[config.mk]
export PLATFORM = sky130hd
export DESIGN_NAME = osa_edit_distance
export DESIGN_NICKNAME = d
export VERILOG_FILES = /design/src/sv/osa_pkg.sv /design/src/sv/osa_ram.sv /design/src/sv/osa_cell.sv /design/src/sv/osa_dp.sv /design/src/sv/osa_edit_distance.sv
export SDC_FILE = /design/constraint.sdc
export NUM_CORES = 1
export LEC_CHECK = 0
export BUFFER_PORTS_ARGS = -buffer_cell sky130_fd_sc_hd__buf_2
export CORE_MARGIN = 8
export CORE_UTILIZATION = 45
export DETAILED_ROUTE_END_ITERATION = 8
export PLACE_DENSITY = 0.56
export SLEW_MARGIN = 20
export SYNTH_ARGS = -nofsm -noshare
export SYNTH_HDL_FRONTEND = slang
export SYNTH_SLANG_ARGS = --single-unit
export TNS_END_PERCENT = 20
[constraint.sdc]
create_clock -name clk -period 25 [get_ports clk]
set_clock_uncertainty 0.1 [all_clocks]
set_input_delay 1.25 -clock clk [delete_from_list [all_inputs] [get_ports clk]]
set_output_delay 1.25 -clock clk [all_outputs]
set_load 0.05 [all_outputs]
[src/sv/osa_pkg.sv]
// ----------------------------------------------------------------------------
// osa_pkg
// Shared constants, types and helpers for the optimal string alignment
// distance engine.
// ----------------------------------------------------------------------------
package osa_pkg;

  // Longest string that is kept; longer strings flag too_long
  localparam int MAX_LEN    = 32;
  localparam int SYM_W      = 8;
  localparam int ADDR_W     = $clog2(MAX_LEN);
  localparam int LEN_W      = $clog2(MAX_LEN + 1);
  // A cost never exceeds the longer length
  localparam int COST_W     = LEN_W;
  localparam int COST_DEPTH = MAX_LEN + 1;
  localparam int COST_AW    = $clog2(COST_DEPTH);
  localparam int DIST_W     = 6;
  localparam int DIST_MAX   = 63;

  // Distance sequencer states
  typedef enum logic [1:0] {
    DP_IDLE,
    DP_INIT,
    DP_ROW,
    DP_CELL
  } dp_state_t;

  // Read request to a text store
  typedef struct packed {
    logic              re;
    logic [ADDR_W-1:0] addr;
  } text_rd_t;

  // Cost row store control; one entry holds {row i-1, row i-2} of a column
  typedef struct packed {
    logic                re;
    logic [COST_AW-1:0]  raddr;
    logic                we;
    logic [COST_AW-1:0]  waddr;
    logic [2*COST_W-1:0] wdata;
  } cost_ctl_t;

  // Clamp a cost to the output width
  function automatic logic [DIST_W-1:0] sat_dist(input logic [COST_W-1:0] v);
    logic [DIST_W-1:0] res;
    if (int'(v) > DIST_MAX) begin
      res = DIST_W'(DIST_MAX);
    end else begin
      res = DIST_W'(v);
    end
    return res;
  endfunction

endpackage

[src/sv/osa_ram.sv]
// ----------------------------------------------------------------------------
// osa_ram
// Generic single-port-write, single-port-read RAM with registered read data.
// ----------------------------------------------------------------------------
module osa_ram #(
  parameter int WIDTH = 8,
  parameter int DEPTH = 32
) (
  input  logic                     clk,
  input  logic                     we,
  input  logic [$clog2(DEPTH)-1:0] waddr,
  input  logic [WIDTH-1:0]         wdata,
  input  logic                     re,
  input  logic [$clog2(DEPTH)-1:0] raddr,
  output logic [WIDTH-1:0]         rdata
);

  logic [WIDTH-1:0] mem [DEPTH];

  // Write port
  always_ff @(posedge clk) begin
    if (we) begin
      mem[waddr] <= wdata;
    end
  end

  // Registered read, data held between reads
  always_ff @(posedge clk) begin
    if (re) begin
      rdata <= mem[raddr];
    end
  end

endmodule

[src/sv/osa_cell.sv]
// ----------------------------------------------------------------------------
// osa_cell
// One cell of the alignment recurrence: match, edit and adjacent swap.
// ----------------------------------------------------------------------------
module osa_cell (
  input  logic [osa_pkg::SYM_W-1:0]  a,
  input  logic [osa_pkg::SYM_W-1:0]  a_prev,
  input  logic [osa_pkg::SYM_W-1:0]  b,
  input  logic [osa_pkg::SYM_W-1:0]  b_prev,
  input  logic                       swap_ok,
  input  logic [osa_pkg::COST_W-1:0] up,
  input  logic [osa_pkg::COST_W-1:0] up_left,
  input  logic [osa_pkg::COST_W-1:0] left,
  input  logic [osa_pkg::COST_W-1:0] up2_left2,
  output logic [osa_pkg::COST_W-1:0] cost
);
  import osa_pkg::*;

  logic [COST_W-1:0] min_ul;
  logic [COST_W-1:0] min_all;
  logic [COST_W-1:0] base;
  logic [COST_W-1:0] swap_cost;

  // Cheapest of delete, insert, substitute
  assign min_ul  = (up < left) ? up : left;
  assign min_all = (min_ul < up_left) ? min_ul : up_left;
  assign base    = (a == b) ? up_left : min_all + COST_W'(1);

  // Adjacent transposition
  assign swap_cost = up2_left2 + COST_W'(1);

  always_comb begin
    cost = base;
    if (swap_ok && (a == b_prev) && (a_prev == b) && (swap_cost < base)) begin
      cost = swap_cost;
    end
  end

endmodule

[src/sv/osa_dp.sv]
// ----------------------------------------------------------------------------
// osa_dp
// Distance sequencer: walks the cost matrix one cell per cycle plus a row
// setup state, keeping two previous rows as read-modify-write cost entries.
// ----------------------------------------------------------------------------
module osa_dp (
  input  logic                         clk,
  input  logic                         rst_n,
  input  logic                         go,
  input  logic [osa_pkg::LEN_W-1:0]    n_len,
  input  logic [osa_pkg::LEN_W-1:0]    m_len,
  input  logic [osa_pkg::SYM_W-1:0]    first_q,
  input  logic [osa_pkg::SYM_W-1:0]    second_q,
  input  logic [2*osa_pkg::COST_W-1:0] cost_q,
  output osa_pkg::text_rd_t            first_rd,
  output osa_pkg::text_rd_t            second_rd,
  output osa_pkg::cost_ctl_t           cost_ctl,
  output logic                         busy,
  output logic                         done,
  output logic [osa_pkg::COST_W-1:0]   result_cost
);
  import osa_pkg::*;

  dp_state_t         state_r, state_nxt;
  logic [LEN_W-1:0]  i_r, i_nxt;
  logic [LEN_W-1:0]  j_r, j_nxt;
  logic [LEN_W-1:0]  n_r, n_nxt;
  logic [LEN_W-1:0]  m_r, m_nxt;
  logic [SYM_W-1:0]  a_prev_r, a_prev_nxt;
  logic [SYM_W-1:0]  b_prev_r, b_prev_nxt;
  logic [COST_W-1:0] up_m1_r, up_m1_nxt;
  logic [COST_W-1:0] up2_m1_r, up2_m1_nxt;
  logic [COST_W-1:0] up2_m2_r, up2_m2_nxt;
  logic [COST_W-1:0] cur_m1_r, cur_m1_nxt;
  logic              done_r, done_nxt;
  logic [COST_W-1:0] dist_r, dist_nxt;

  logic [COST_W-1:0] up;
  logic [COST_W-1:0] up2;
  logic [COST_W-1:0] cell_cost;
  logic              swap_ok;

  assign up      = cost_q[2*COST_W-1:COST_W];
  assign up2     = cost_q[COST_W-1:0];
  assign swap_ok = (i_r > LEN_W'(1)) && (j_r > LEN_W'(1));

  osa_cell u_cell (
    .a         (first_q),
    .a_prev    (a_prev_r),
    .b         (second_q),
    .b_prev    (b_prev_r),
    .swap_ok   (swap_ok),
    .up        (up),
    .up_left   (up_m1_r),
    .left      (cur_m1_r),
    .up2_left2 (up2_m2_r),
    .cost      (cell_cost)
  );

  // State register
  always_ff @(posedge clk) begin
    if (!rst_n) begin
      state_r <= DP_IDLE;
      done_r  <= 1'b0;
    end else begin
      state_r <= state_nxt;
      done_r  <= done_nxt;
    end
  end

  // Datapath registers
  always_ff @(posedge clk) begin
    i_r      <= i_nxt;
    j_r      <= j_nxt;
    n_r      <= n_nxt;
    m_r      <= m_nxt;
    a_prev_r <= a_prev_nxt;
    b_prev_r <= b_prev_nxt;
    up_m1_r  <= up_m1_nxt;
    up2_m1_r <= up2_m1_nxt;
    up2_m2_r <= up2_m2_nxt;
    cur_m1_r <= cur_m1_nxt;
    dist_r   <= dist_nxt;
  end

  // Next state and memory control
  always_comb begin
    state_nxt  = state_r;
    i_nxt      = i_r;
    j_nxt      = j_r;
    n_nxt      = n_r;
    m_nxt      = m_r;
    a_prev_nxt = a_prev_r;
    b_prev_nxt = b_prev_r;
    up_m1_nxt  = up_m1_r;
    up2_m1_nxt = up2_m1_r;
    up2_m2_nxt = up2_m2_r;
    cur_m1_nxt = cur_m1_r;
    done_nxt   = 1'b0;
    dist_nxt   = dist_r;
    first_rd   = '0;
    second_rd  = '0;
    cost_ctl   = '0;

    unique case (state_r)
      DP_IDLE: begin
        if (go) begin
          n_nxt     = n_len;
          m_nxt     = m_len;
          j_nxt     = LEN_W'(1);
          state_nxt = DP_INIT;
        end
      end

      // Row zero: column j costs j
      DP_INIT: begin
        cost_ctl.we    = 1'b1;
        cost_ctl.waddr = COST_AW'(j_r);
        cost_ctl.wdata = {COST_W'(j_r), COST_W'(0)};
        if (j_r == m_r) begin
          i_nxt     = LEN_W'(1);
          state_nxt = DP_ROW;
        end else begin
          j_nxt = j_r + LEN_W'(1);
        end
      end

      // Row setup: fetch a, first column operands
      DP_ROW: begin
        first_rd.re    = 1'b1;
        first_rd.addr  = ADDR_W'(i_r - LEN_W'(1));
        second_rd.re   = 1'b1;
        second_rd.addr = '0;
        cost_ctl.re    = 1'b1;
        cost_ctl.raddr = COST_AW'(1);
        j_nxt          = LEN_W'(1);
        cur_m1_nxt     = COST_W'(i_r);
        up_m1_nxt      = COST_W'(i_r - LEN_W'(1));
        up2_m1_nxt     = COST_W'(i_r - LEN_W'(2));
        state_nxt      = DP_CELL;
      end

      // One cell per cycle; write back {cur, up} to the same column
      DP_CELL: begin
        cost_ctl.we    = 1'b1;
        cost_ctl.waddr = COST_AW'(j_r);
        cost_ctl.wdata = {cell_cost, up};
        up_m1_nxt      = up;
        up2_m2_nxt     = up2_m1_r;
        up2_m1_nxt     = up2;
        cur_m1_nxt     = cell_cost;
        b_prev_nxt     = second_q;
        if (j_r == m_r) begin
          if (i_r == n_r) begin
            done_nxt  = 1'b1;
            dist_nxt  = cell_cost;
            state_nxt = DP_IDLE;
          end else begin
            i_nxt      = i_r + LEN_W'(1);
            a_prev_nxt = first_q;
            state_nxt  = DP_ROW;
          end
        end else begin
          second_rd.re   = 1'b1;
          second_rd.addr = ADDR_W'(j_r);
          cost_ctl.re    = 1'b1;
          cost_ctl.raddr = COST_AW'(j_r + LEN_W'(1));
          j_nxt          = j_r + LEN_W'(1);
        end
      end

      default: begin
        state_nxt = DP_IDLE;
      end
    endcase
  end

  assign busy        = (state_r != DP_IDLE);
  assign done        = done_r;
  assign result_cost = dist_r;

endmodule

[src/sv/osa_edit_distance.sv]
// ----------------------------------------------------------------------------
// osa_edit_distance
// Loads two byte strings and reports their optimal string alignment distance.
// ----------------------------------------------------------------------------
// Loading: one word per cycle, busy stays low.
// When a string is empty or too long, the result is registered directly from
// the word that closes the pair; else it comes from the one-cell-per-cycle walk
// through the cost row memory, and busy is high meanwhile.
// Reset clears lengths, close flags, overflow flag and the sequencer.
// The result strobe out_valid lasts one cycle and cannot be stalled.
module osa_edit_distance (
  input  logic                         clk,
  input  logic                         rst_n,
  input  logic                         start,
  output logic                         busy,
  input  logic                         in_which_string,
  input  logic [osa_pkg::SYM_W-1:0]    in_symbol,
  input  logic                         in_is_empty,
  input  logic                         in_last_symbol,
  output logic                         out_valid,
  output logic [osa_pkg::DIST_W-1:0]   out_distance,
  output logic                         out_too_long
);
  import osa_pkg::*;

  logic [LEN_W-1:0]  first_len_r, first_len_nxt;
  logic [LEN_W-1:0]  second_len_r, second_len_nxt;
  logic              first_closed_r, first_closed_nxt;
  logic              second_closed_r, second_closed_nxt;
  logic              ovf_r, ovf_nxt;
  logic              out_valid_r, out_valid_nxt;
  logic [DIST_W-1:0] out_distance_r, out_distance_nxt;
  logic              out_too_long_r, out_too_long_nxt;

  logic              accept;
  logic              sel_closed;
  logic [LEN_W-1:0]  sel_len;
  logic              take;
  logic              has_room;
  logic              store;
  logic              close;
  logic              go;
  logic              dp_busy;
  logic              dp_done;
  logic [COST_W-1:0] dp_dist;

  text_rd_t          first_rd;
  text_rd_t          second_rd;
  cost_ctl_t         cost_ctl;
  logic [SYM_W-1:0]  first_q;
  logic [SYM_W-1:0]  second_q;
  logic [2*COST_W-1:0] cost_q;

  // Word decode
  assign accept     = start && !busy;
  assign sel_closed = in_which_string ? second_closed_r : first_closed_r;
  assign sel_len    = in_which_string ? second_len_r : first_len_r;
  assign take       = accept && !sel_closed;
  assign has_room   = (sel_len < LEN_W'(MAX_LEN));
  assign store      = take && !in_is_empty && has_room;
  assign close      = take && (in_is_empty || in_last_symbol);

  // Pair bookkeeping and short-cut results
  always_comb begin
    first_len_nxt     = first_len_r;
    second_len_nxt    = second_len_r;
    first_closed_nxt  = first_closed_r;
    second_closed_nxt = second_closed_r;
    ovf_nxt           = ovf_r;
    out_valid_nxt     = 1'b0;
    out_distance_nxt  = out_distance_r;
    out_too_long_nxt  = out_too_long_r;
    go                = 1'b0;

    if (store && !in_which_string) first_len_nxt  = first_len_r + LEN_W'(1);
    if (store && in_which_string)  second_len_nxt = second_len_r + LEN_W'(1);
    if (take && !in_is_empty && !has_room) ovf_nxt = 1'b1;
    if (close && !in_which_string) first_closed_nxt  = 1'b1;
    if (close && in_which_string)  second_closed_nxt = 1'b1;

    if (take && first_closed_nxt && second_closed_nxt) begin
      if (ovf_nxt) begin
        out_valid_nxt    = 1'b1;
        out_distance_nxt = '0;
        out_too_long_nxt = 1'b1;
      end else if (first_len_nxt == '0) begin
        out_valid_nxt    = 1'b1;
        out_distance_nxt = sat_dist(COST_W'(second_len_nxt));
        out_too_long_nxt = 1'b0;
      end else if (second_len_nxt == '0) begin
        out_valid_nxt    = 1'b1;
        out_distance_nxt = sat_dist(COST_W'(first_len_nxt));
        out_too_long_nxt = 1'b0;
      end else begin
        go = 1'b1;
      end
      first_len_nxt     = '0;
      second_len_nxt    = '0;
      first_closed_nxt  = 1'b0;
      second_closed_nxt = 1'b0;
      ovf_nxt           = 1'b0;
    end

    // Sequencer result
    if (dp_done) begin
      out_valid_nxt    = 1'b1;
      out_distance_nxt = sat_dist(dp_dist);
      out_too_long_nxt = 1'b0;
    end
  end

  // Control registers
  always_ff @(posedge clk) begin
    if (!rst_n) begin
      first_len_r     <= '0;
      second_len_r    <= '0;
      first_closed_r  <= 1'b0;
      second_closed_r <= 1'b0;
      ovf_r           <= 1'b0;
      out_valid_r     <= 1'b0;
    end else begin
      first_len_r     <= first_len_nxt;
      second_len_r    <= second_len_nxt;
      first_closed_r  <= first_closed_nxt;
      second_closed_r <= second_closed_nxt;
      ovf_r           <= ovf_nxt;
      out_valid_r     <= out_valid_nxt;
    end
  end

  // Result payload
  always_ff @(posedge clk) begin
    out_distance_r <= out_distance_nxt;
    out_too_long_r <= out_too_long_nxt;
  end

  // Text stores
  osa_ram #(
    .WIDTH (SYM_W),
    .DEPTH (MAX_LEN)
  ) u_first_text (
    .clk   (clk),
    .we    (store && !in_which_string),
    .waddr (ADDR_W'(first_len_r)),
    .wdata (in_symbol),
    .re    (first_rd.re),
    .raddr (first_rd.addr),
    .rdata (first_q)
  );

  osa_ram #(
    .WIDTH (SYM_W),
    .DEPTH (MAX_LEN)
  ) u_second_text (
    .clk   (clk),
    .we    (store && in_which_string),
    .waddr (ADDR_W'(second_len_r)),
    .wdata (in_symbol),
    .re    (second_rd.re),
    .raddr (second_rd.addr),
    .rdata (second_q)
  );

  // Cost rows: per column, previous and second previous row
  osa_ram #(
    .WIDTH (2*COST_W),
    .DEPTH (COST_DEPTH)
  ) u_cost_rows (
    .clk   (clk),
    .we    (cost_ctl.we),
    .waddr (cost_ctl.waddr),
    .wdata (cost_ctl.wdata),
    .re    (cost_ctl.re),
    .raddr (cost_ctl.raddr),
    .rdata (cost_q)
  );

  // Lengths include a symbol stored by the closing word
  osa_dp u_dp (
    .clk         (clk),
    .rst_n       (rst_n),
    .go          (go),
    .n_len       (first_len_r + LEN_W'(store && !in_which_string)),
    .m_len       (second_len_r + LEN_W'(store && in_which_string)),
    .first_q     (first_q),
    .second_q    (second_q),
    .cost_q      (cost_q),
    .first_rd    (first_rd),
    .second_rd   (second_rd),
    .cost_ctl    (cost_ctl),
    .busy        (dp_busy),
    .done        (dp_done),
    .result_cost (dp_dist)
  );

  assign busy         = dp_busy;
  assign out_valid    = out_valid_r;
  assign out_distance = out_distance_r;
  assign out_too_long = out_too_long_r;

endmodule

==> impl_results.md <==
* Synth Net Count at 2963
* Synth top cells by count: edfxtp_1 (1012), nand2_1 (378), nor2_1 (186), clkbuf_1 (129), o211ai_1 (113)
* Detailed Route WL at 109000 um
* End of the worst hold path: u_dp.up2_m2_r[2]
* Drt first pass iters at 6
* Hold path cells at 0
* Initial Util at 45.3%
* Most common cell in the synthesized netlist: edfxtp_1
* Cts bufs inserted at 105
* Final non-filler cell total at 4276
* Clock share of power at 44.3%
* FFs w/ async S/R, synth at 0%
* Clock sink count at 1032
* Post-DRT Antenna Nets at 0
* Pwr Density at 71.8 nW/um^2
* Dpl ws at 16.78 ns
* Pleak at 16.6 nW
* Slew @ Worst Pin at 1.13 ns
* Max Slew Vio Count at 0
* Routability cong. at 0.851
* Max FO, Critical Path at 33
* RSZ-0062 raised after global routing: false
* Min-Delay Path Class: reg -> reg
* Grt total ovfl at 0
* Power Total at 3.45 mW
* Area share of the leading cell type in the synthesized netlist at 70.5%
* Cell area after synthesis at 43100 um^2
* DRT iter0 DRCs at 2401
* Htree depth at 3
* R2R Path Start: u_cost_rows.rdata[9]
* Via count at 24928
* Tmin final at 8.27 ns
* Max Root-Sink Buffers at 3
* Remaining routing DRC violations at 0
* Startpoint types: flip-flop
* Post-CTS Hold Fix Bufs at 0
* Clk pin slew, worst setup/hold paths at 0.06 ns
* Post-route cell area at 48000 um^2
* Fmax at 121 MHz
* Final hold slack at 0.318 ns
* GRT Total Usage at 20.0%
* Antenna violations before repair at 2
* Endpoint type of the worst setup path: flip-flop
* Sequential power share at 54.7%
* Comb power frac at 1.0%
* Number of global-route vias before repair at 24721
* Sw frac at 19.5%
* R2r worst-path depth at 27
* Final hold violation count at 0
* Main area contributors after synthesis: edfxtp_1 (71%), mux4_2 (3.5%), nand2_1 (3.3%)
* Setup tns final at 0 ns
* Max VDD drop at 64.6 uV
* Die ar. at 106000 um^2
* Final setup violation count at 0
* Final net count at 2978
* Vias per inst at 5.83
* CTS tree: yes
* P_sw at 672 uW
* Critical path class: reg -> reg
* Number of distinct library cells after synthesis at 80
* Share of layout cells above drive strength 1 at 13.2%
* Width of the chip at 325 um
* Average routed wire per standard cell at 25.5 um
* CP Data Arrival Time at 8.48 ns
* Area after DPL at 44700 um^2
* Worst skew pair latency at 0.69 ns
* Final worst-path cycle share at 33.1%
* Cts repair resizes at 0
* P_int at 2.78 mW
* CORE AREA at 95000 um^2
* Synth Register Bits at 1032
* Row cnt at 113
* Chip height at 325 um
* Final HPWL DP at 66500 um
* Post-Synthesis Cells at 2911
* Final Util at 50.5%
* First-pass GRT wire length at 162000 um
* R2r endpoint: u_cost_rows.mem[31][7]
* Placed cells at 4084
* Ys flop type: edfxtp_1
* Post-CTS setup buffers at 0
* Worst Hold Launch: u_dp.up2_m1_r[2]
* Avg Cell Area, Syn at 14.8 um^2
* PnR worst setup slack at 16.73 ns
* Critical Path RT at 25.21 ns
* R2R Setup Slk at 16.73 ns
* # IOs at 23
* Largest net degree at the start of global routing at 76
* Max cap viols at 0
* Layout area overhead at 11.5%
* Post-synth top area cell: edfxtp_1
* EDFF count, synth at 1012
* Number of I/O port buffers at 22
* Root Driver: clkbuf_16
* Warnings, synthesis at 0
* Slew HR at 24.6%
* Status: complete, no violations
* Seq/Total Area, Yosys at 71.5%
[placed cells by master, fill, tap and decap left out, types with 37 or more instances in the layout]
cell type	netlist	layout
o21ai_0	61	61
nand2b_1	51	51
a31oi_1	44	44
mux4_2	67	67
ha_1	38	37
mux2i_1	92	92
and3_1	94	94
buf_4	5	60
o211ai_1	113	113
nand4_1	39	39
nor2_1	186	155
nand3_1	51	51
nand2_1	378	377
xor2_1	43	42
a211oi_1	45	43
clkbuf_16	0	108
edfxtp_1	1012	1012
[per-layer routing]
| layer | track usage (%) | wire length [um] | vias up |
|---|---|---|---|
| li1 | - | - | 11239 |
| met1 | 29.3 | 50100 | 12744 |
| met2 | 31.5 | 50500 | 805 |
| met3 | 3.07 | 6370 | 140 |
| met4 | 4.91 | 1930 | 0 |
| met5 | 0 | 0 | - |
[flip-flops by register name, summed over array words and instances (netlist names), 8 cells and up]
| name | count |
|---|---|
| u_cost_rows.mem | 396 |
| u_cost_rows.rdata | 12 |
| u_dp.a_prev_r | 8 |
| u_dp.b_prev_r | 8 |
| u_first_text.mem | 256 |
| u_first_text.rdata | 8 |
| u_second_text.mem | 256 |
| u_second_text.rdata | 8 |
[worst max path at each step]
stage | startpoint | end | slack (ns)
floorplan | u_cost_rows.rdata[9] | u_cost_rows.mem[0][6] | 16.96
global placement | u_cost_rows.rdata[9] | u_cost_rows.mem[24][6] | 16.74
detailed placement | u_cost_rows.rdata[9] | u_cost_rows.mem[24][8] | 16.78
CTS | u_cost_rows.rdata[9] | u_cost_rows.mem[29][8] | 16.75
global route | u_cost_rows.rdata[9] | u_cost_rows.mem[31][7] | 16.06
finish | u_cost_rows.rdata[9] | u_cost_rows.mem[31][7] | 16.73
[worst max-delay path: stages (launching register included)]
cell and delay (ns):
edfxtp_1 0.48, ha_1 0.37, a21oi_1 0.08, o21ai_1 0.17, o21bai_1 0.13, buf_4 0.24, mux2i_1 0.40, inv_1 0.13
ha_1 0.32, nand2_1 0.05, o21ai_0 0.44, nor2_1 0.32, or2_2 0.41, mux2_2 0.24, ha_1 0.26, inv_1 0.08
o221a_2 0.23, o31ai_1 0.47, nand2_1 0.18, ha_1 0.34, nand4_1 0.12, nor2_1 0.09, a211oi_1 0.19, nor4bb_1 0.25
o41ai_1 0.21, or2_0 0.37, a211oi_1 0.34, o21a_1 0.90
[cell families (layout without fill, tap and decap cells)]
group	count (synthesis)	in the layout	share of synthesized area (%)
xor+xnor	69	69	1.40
mux	177	177	6.11
fa+ha+maj	38	38	1.10
other cells	0	1	0
buf+inv	211	310	2.12
compound gates	445	445	7.42
simple gates	939	939	10.4
flops	1032	1032	71.5
[power groups by stage]
| stage | sequential (mW) | clock, mW | combinational [mW] |
|---|---|---|---|
| floorplan | 1.93 | 0 | 0.00920 |
| global placement | 1.92 | 0 | 0.0320 |
| detailed placement | 1.92 | 0 | 0.0328 |
| CTS | 1.89 | 1.55 | 0.0330 |
| global route | 1.89 | 1.62 | 0.0356 |
| finish | 1.89 | 1.53 | 0.0329 |
[final cells by class]
cell class / instances / area [um^2]
clock buffers: 133 / 2820
flip-flops and latches: 1032 / 30800
repair buffers: 83 / 576
fillers: 7968 / 47000
diodes: 1 / 2.50
clock inverters: 58 / 515
well taps: 1265 / 1580
inverters: 36 / 135
multi-input cells: 1668 / 11600
Power figures use the tool's default switching activity.
